## src/rtl/gsr_pkg.sv

```systemverilog
// gsr_pkg: shared types, codes and fixed-point helpers of the relaxed gauss-seidel solver
// used by gsr_div and gauss_seidel_relaxed_solver; no dependencies
`timescale 1ns / 1ps
package gsr_pkg;

  localparam int DATA_W = 32;
  localparam int FRAC_W = 16;
  localparam int PROD_W = 66;

  // input transaction op codes
  localparam logic [1:0] OP_LOAD_COEFF = 2'd0;
  localparam logic [1:0] OP_LOAD_RHS   = 2'd1;
  localparam logic [1:0] OP_SOLVE      = 2'd2;

  // configuration register indexes
  localparam logic [1:0] CFG_SIZE       = 2'd0;
  localparam logic [1:0] CFG_RELAX      = 2'd1;
  localparam logic [1:0] CFG_TOLERANCE  = 2'd2;
  localparam logic [1:0] CFG_MAX_SWEEPS = 2'd3;

  typedef logic signed [DATA_W-1:0] q_t;
  typedef logic signed [PROD_W-1:0] wide_t;

  // clamp a wide value to signed 32 bits
  function automatic q_t sat32(input wide_t v);
    if (v[PROD_W-1:DATA_W-1] == '0 || v[PROD_W-1:DATA_W-1] == '1) begin
      return v[DATA_W-1:0];
    end else if (v[PROD_W-1]) begin
      return {1'b1, {(DATA_W-1){1'b0}}};
    end else begin
      return {1'b0, {(DATA_W-1){1'b1}}};
    end
  endfunction

  // divide by 2^16 truncating toward zero
  function automatic wide_t tdiv16(input wide_t v);
    wide_t t;
    t = v + (v[PROD_W-1] ? wide_t'((1 << FRAC_W) - 1) : wide_t'(0));
    return t >>> FRAC_W;
  endfunction

endpackage

```

## src/rtl/gsr_div.sv

```systemverilog
// gsr_div: iterative signed divider giving sat32((num * 2^16) / den), truncating toward zero
// one quotient bit per cycle; depends on gsr_pkg
`timescale 1ns / 1ps
module gsr_div import gsr_pkg::*; (
  input  logic       clk,
  input  logic       rst,
  input  logic       start,
  input  q_t         num,
  input  q_t         den,
  output logic       done,
  output q_t         quo
);

  localparam int QW = DATA_W + FRAC_W;
  localparam int CW = $clog2(QW);
  localparam logic [QW-1:0] MAG_MIN = QW'(1) << (DATA_W - 1);

  logic              busy;
  logic              fin;
  logic [CW-1:0]     cnt;
  logic [DATA_W:0]   rem;
  logic [QW-1:0]     dq;
  logic [DATA_W-1:0] dmag;
  logic              neg;

  logic [DATA_W:0]   num_mag;
  logic [DATA_W:0]   den_mag;
  logic [DATA_W:0]   rem_sh;
  logic              ge;

  // operand magnitudes
  assign num_mag = num[DATA_W-1] ? (DATA_W+1)'(0) - {num[DATA_W-1], num} : {1'b0, num};
  assign den_mag = den[DATA_W-1] ? (DATA_W+1)'(0) - {den[DATA_W-1], den} : {1'b0, den};

  // restoring step
  assign rem_sh = {rem[DATA_W-1:0], dq[QW-1]};
  assign ge     = rem_sh >= {1'b0, dmag};

  always_ff @(posedge clk) begin
    if (rst) begin
      busy <= 1'b0;
      fin  <= 1'b0;
    end else begin
      fin <= 1'b0;
      if (start) begin
        busy <= 1'b1;
      end else if (busy && cnt == CW'(QW - 1)) begin
        busy <= 1'b0;
        fin  <= 1'b1;
      end
    end
  end

  // datapath
  always_ff @(posedge clk) begin
    if (start) begin
      cnt  <= '0;
      rem  <= '0;
      dq   <= {num_mag[DATA_W-1:0], {FRAC_W{1'b0}}};
      dmag <= den_mag[DATA_W-1:0];
      neg  <= num[DATA_W-1] ^ den[DATA_W-1];
    end else if (busy) begin
      cnt <= cnt + CW'(1);
      rem <= ge ? rem_sh - {1'b0, dmag} : rem_sh;
      dq  <= {dq[QW-2:0], ge};
    end
  end

  // sign and saturation of the quotient
  always_comb begin
    if (neg) begin
      quo = (dq > MAG_MIN) ? {1'b1, {(DATA_W-1){1'b0}}} : DATA_W'(0) - dq[DATA_W-1:0];
    end else begin
      quo = (dq >= MAG_MIN) ? {1'b0, {(DATA_W-1){1'b1}}} : dq[DATA_W-1:0];
    end
  end

  assign done = fin;

endmodule
```

## config.mk

```make
export PLATFORM = sky130hd
export DESIGN_NAME = gsr_div
export DESIGN_NICKNAME = d
export VERILOG_FILES = /design/src/rtl/gsr_pkg.sv /design/src/rtl/gsr_div.sv
export SDC_FILE = /design/constraint.sdc
export NUM_CORES = 1
export LEC_CHECK = 0
export BUFFER_PORTS_ARGS = -buffer_cell sky130_fd_sc_hd__buf_2
export CORE_ASPECT_RATIO = 0.5
export CORE_MARGIN = 3
export CORE_UTILIZATION = 54
export DETAILED_ROUTE_END_ITERATION = 10
export PLACE_DENSITY = 0.78
export SYNTH_ARGS = -nofsm -noshare
export SYNTH_HDL_FRONTEND = slang
export SYNTH_SLANG_ARGS = --single-unit
export TNS_END_PERCENT = 30
```

## constraint.sdc

```tcl
create_clock -name clk -period 3.21 [get_ports clk]
set_input_delay 0.1605 -clock clk [delete_from_list [all_inputs] [get_ports clk]]
set_output_delay 0.1605 -clock clk [all_outputs]
set_load 0.02 [all_outputs]
```

Word level (Yosys, flattened, before mapping)
Index checks and enable logic that the tools add are counted.
{"block": "totals", "reg_bits": 121, "input_bits": 67, "output_inout_bits": 33, "word_cells": 34}
{"block": "op_classes", "add_sub_neg": 5, "order_cmp": 3, "eq_ne": 1, "muxes": 11, "bitwise": 1, "n_reduce_logical": 4}
{"cell": "$mux W32", "count": 5}
{"cell": "$mux W48", "count": 2}
{"cell": "$sub A1 B32 Y32 const A", "count": 3}
{"cell": "$ge A48 B32 Y1 const B", "count": 1}
{"cell": "$gt A48 B32 Y1 const B", "count": 1}
{"cell": "$ge A33 B32 Y1", "count": 1}
{"cell": "$sub A32 B32 Y32", "count": 1}
{"cell": "$mux W31", "count": 1}
{"cell": "$add A6 B1 Y6 const B", "count": 1}
{"cell": "$eq A6 B6 Y1 const B", "count": 1}
{"cell": "$reduce_bool A2 Y1", "count": 2}
{"cell": "$mux W1", "count": 3}
{"cell": "$reduce_or A2 Y1", "count": 1}
{"cell": "$logic_and A1 B1 Y1", "count": 1}
{"cell": "$xor A1 B1 Y1", "count": 1}

Longest topological paths before layout
{"block": "depth", "word_depth": 4, "mapped_depth": 13, "depth_no_buf": 12}

Least setup slack after synthesis
OpenSTA, ideal clock, no wires.
{"block": "synth_timing", "path_kind": "register to output", "start": "register dq[0]", "end": "output port quo[15]", "arrival_time_ns": 3.105, "required_ns": 3.049, "path_slack_ns": -0.056, "stages_incl_launch_ff": 13, "n_path_buf": 1, "path_cell_list": "dfxtp_1 -> inv_1 -> ha_1 -> or3b_2 -> nor3_1 -> nand2_1 -> nor3_1 -> nand4b_1 -> a21o_1 -> inv_1 -> nand2_1 -> clkbuf_1 -> o311ai_0"}
{"block": "synth_between", "elab_chain_cells": 3, "word_cells_on_any_way": 6, "cone_classes": "add/sub (1); order compare (2); mux (3)"}
{"element": "start, declared", "line_no": "gsr_div.sv:22", "source": "logic [QW-1:0] dq;"}
{"element": "start signal, assigned", "line_no": "gsr_div.sv:59", "source": "dq <= {num_mag[DATA_W-1:0], {FRAC_W{1'b0}}};"}
{"element": "start signal, assigned", "line_no": "gsr_div.sv:65", "source": "dq <= {dq[QW-2:0], ge};"}
{"element": "$ge A48 B32 Y1 (tied with other cells)", "line_no": "gsr_div.sv:74", "source": "quo = (dq >= MAG_MIN) ? {1'b0, {(DATA_W-1){1'b1}}} : dq[DATA_W-1:0];"}
{"element": "$mux W32 (on tied branches)", "line_no": "gsr_div.sv:74, gsr_div.sv:72"}
{"element": "$mux W32 (*)", "line_no": "gsr_div.sv:71", "source": "if (neg) begin"}
{"element": "end, declared", "line_no": "gsr_div.sv:11", "source": "output q_t quo"}
Mark *: on every way between the ends. The rest lies on a longest branch, timed or not.

Worst setup path in the final report
{"block": "layout_timing", "start": "register dq[0]", "end": "output port quo[6]"}
Same word-level chain as after synthesis.

==> flow_metrics.env <==
export IMPL_status="complete, but fails checks"
export IMPL_violations="setup timing"
export IMPL_p_leak_nw=4.46
export IMPL_startpoint_type="register"
export IMPL_final_cell_mix="nand2_1, nor2_1, buf_2"
export IMPL_antenna_found_initial=0
export IMPL_wl_met3_um=2270
export IMPL_area_growth_pct=26.1
export IMPL_rows=32
export IMPL_antenna_cells=0
export IMPL_setup_viol=32
export IMPL_critPathSlowestCell="or3b_4"
export IMPL_syn_nets=1120
export IMPL_die_area_um2=17700
export IMPL_min_path_type="in2reg"
export IMPL_synthArstFlopShare=0
export IMPL_crit_fanout=7
export IMPL_nets=1259
export IMPL_cts_root_buf="clkbuf_16"
export IMPL_routed_top_layer="met4"
export IMPL_ant_nets=0
export IMPL_synthTopCellsByArea="edfxtp_1, dfxtp_1, xnor2_1"
export IMPL_vias_per_cell=6.31
export IMPL_drc=0
export IMPL_globalplace_congestion=0.899
export IMPL_wl_met2_um=11900
export IMPL_min_delay_start="den[25]"
export IMPL_synthCells=1016
export IMPL_cp_num_buf_inv=5
export IMPL_htree_levels=4
export IMPL_fin_area_um2=11000
export IMPL_die_h_um=95.7
export IMPL_hold_viol_final=0
export IMPL_slowest_delay_ns=0.40
export IMPL_grt_max_degree=72
export IMPL_yosys_area_top_type="edfxtp_1"
export IMPL_maxCapViolCount=0
export IMPL_cpMostUsedCell="buf_6"
export IMPL_grt_pass1_vias=7851
export IMPL_ir_drop_mv=0.415
export IMPL_wl_per_cell_um=18.7
export IMPL_dp_final_hpwl_um=16100
export IMPL_start_util=0.558
export IMPL_io_buffer_count=99
export IMPL_reg2reg_to="rem[30]"
export IMPL_drv_slew=0
export IMPL_synth_avg_cell_area_um2=8.56
export IMPL_cts_sinks=121
export IMPL_yosysWarnings=0
export IMPL_crit_arrival_ns=3.56
export IMPL_path_cells="inv_2 -> ha_4 -> or3b_4 -> nor3_4 -> nand2_2 -> buf_6 -> nor3_4 -> nand4b_1 -> a21o_1 -> buf_6 -> buf_6 -> o21ai_0 -> nand2_1 -> o311ai_0 -> buf_2"
export IMPL_core_um2=15600
export IMPL_synth_edff_count=65
export IMPL_fmax_mhz=268
export IMPL_critPathCaptureType="primary output"
export IMPL_ioPinCount=100
export IMPL_ys_ff_latch=121
export IMPL_worstReg2RegStart="dq[47]"
export IMPL_slew_headroom=0.157
export IMPL_ys_dominant_reg_cell="edfxtp_1"
export IMPL_firstDrtPassIters=6
export IMPL_fin_skew_ns=0.0112
export IMPL_path_class="reg2out"
export IMPL_place_area_um2=9660
export IMPL_hold_end="dmag[25]"
export IMPL_worst_r2r_cell_count=13
export IMPL_grt_overflow=0
export IMPL_cts_max_path_buffers=2
export IMPL_fin_crit_sh=1.16
export IMPL_cp_num_cells=15
export IMPL_path_delay_family="simple AND/OR/NAND/NOR gates"
export IMPL_cts_buffers=17
export IMPL_grt_pass1_wl_um=37500
export IMPL_power_density_nw_per_um2=469
export IMPL_grt_setup_unrepaired="yes"
export IMPL_yosysUniqueCellTypes=63
export IMPL_ys_seq_area_frac=0.353
export IMPL_required_ns=3.05
export IMPL_fp_dieW_um=185
export IMPL_pre_cts_slack_ns=-0.00927
export IMPL_drive_gt1_frac=0.243
export IMPL_vias=8660
export IMPL_worst_slack_ns=-0.515
export IMPL_hold_depth=2
export IMPL_tightest_slew_ns=1.26
export IMPL_ff2ff_setup_slack_ns=0.20
export IMPL_m1WireLength_um=10700
export IMPL_cts_tree="yes"
export IMPL_path_clk_slew_ns=0.05
export IMPL_grt_total_usage=0.261
export IMPL_final_common_cell="nand2_1"
export IMPL_final_min_clock_period_ns=3.72
export IMPL_clkLatencyLatePin_ns=0.43
export IMPL_drt_iter0_markers=820
export IMPL_yosysTopAreaCellShare=0.225
export IMPL_wirelength_um=25600
export IMPL_synthesis_area_um2=8690
## where the power goes
group | internal, mW | leakage (nW) | total (mW) | switching, mW
Clock | 1.12 | 0.268 | 1.85 | 0.726
Sequential | 1.78 | 1.12 | 1.89 | 0.113
Combinational | 0.592 | 3.07 | 1.40 | 0.807
Total | 3.49 | 4.46 | 5.14 | 1.65
## synthesized netlist by cell type (all sizes together) (31+ instances only)
| library cell | number |
|---|---|
| xnor2 | 74 |
| edfxtp | 65 |
| inv | 55 |
| clkbuf | 50 |
| nand2 | 102 |
| dfxtp | 56 |
| nor3 | 32 |
| o21ai | 60 |
| a22o | 31 |
| a21oi | 52 |
| ha | 36 |
| nor2 | 94 |
## through the flow
stage	utilization	setup TNS (ns)	hold slack, ns	power (mW)	instances
after global placement	0.620	0	0.339	3.08	1313
after floorplan	-	-0.587	0.232	2.74	1016
after detailed placement	0.620	-0.00927	0.345	3.12	1313
after CTS	0.676	-3.84	0.0377	5.01	1357
after global routing	0.704	-14.37	0.0468	5.37	1372
final	0.704	-9.66	0.0466	5.14	1372
## timing repair
item	in CTS	in global routing
endpoints found under the setup margin	30	33
endpoints found under the hold margin	3	0
hold buffers	2	0
gates resized for setup	68	76
cloned	2	1
pin swaps	9	17
setup buffers	8	15
## how the worst max path moves through the flow
stage	startpoint	endpoint	slack, ns
2_1_floorplan	dq[0]	quo[15]	-0.06
3_3_place_gp	num[8]	dq[46]	0.05
6_report	dq[0]	quo[6]	-0.51
3_5_place_dp	num[8]	dq[46]	-0.009
5_1_grt	dq[0]	quo[6]	-0.63
4_1_cts	dq[10]	quo[31]	-0.29
## flip-flops by register name, summed over array words and instances, names as in the netlist
signal / flops
dq: 48
dmag: 32
rem: 32
cnt: 6
busy: 1
done: 1
neg: 1
## layout make-up
type | count | area (um2)
multi-input combinational | 784 | 5640
fill | 1137 | 4610
sequential | 121 | 3080
timing repair buffer | 176 | 1220
clock buffer | 24 | 482
tap | 204 | 255
inverter | 55 | 209
clock inverter | 8 | 72.6
## routing by layer
layer,track usage,vias up
li1,-,4047
met1,0.343,4036
met2,0.431,493
met3,0.0585,84
met4,0.0905,0
met5,0,-
## kinds of logic after synthesis
kind of cell / count (synthesis) / synth area share
adders and majority gates: 37 / 0.0541
buffers and inverters: 112 / 0.0486
AOI/OAI and AO/OA: 297 / 0.242
xor gates and xnor gates: 87 / 0.0877
DFF: 121 / 0.353
muxes: 21 / 0.0242
and+or+nand+nor: 341 / 0.190
(Power assumes the default switching activity.)
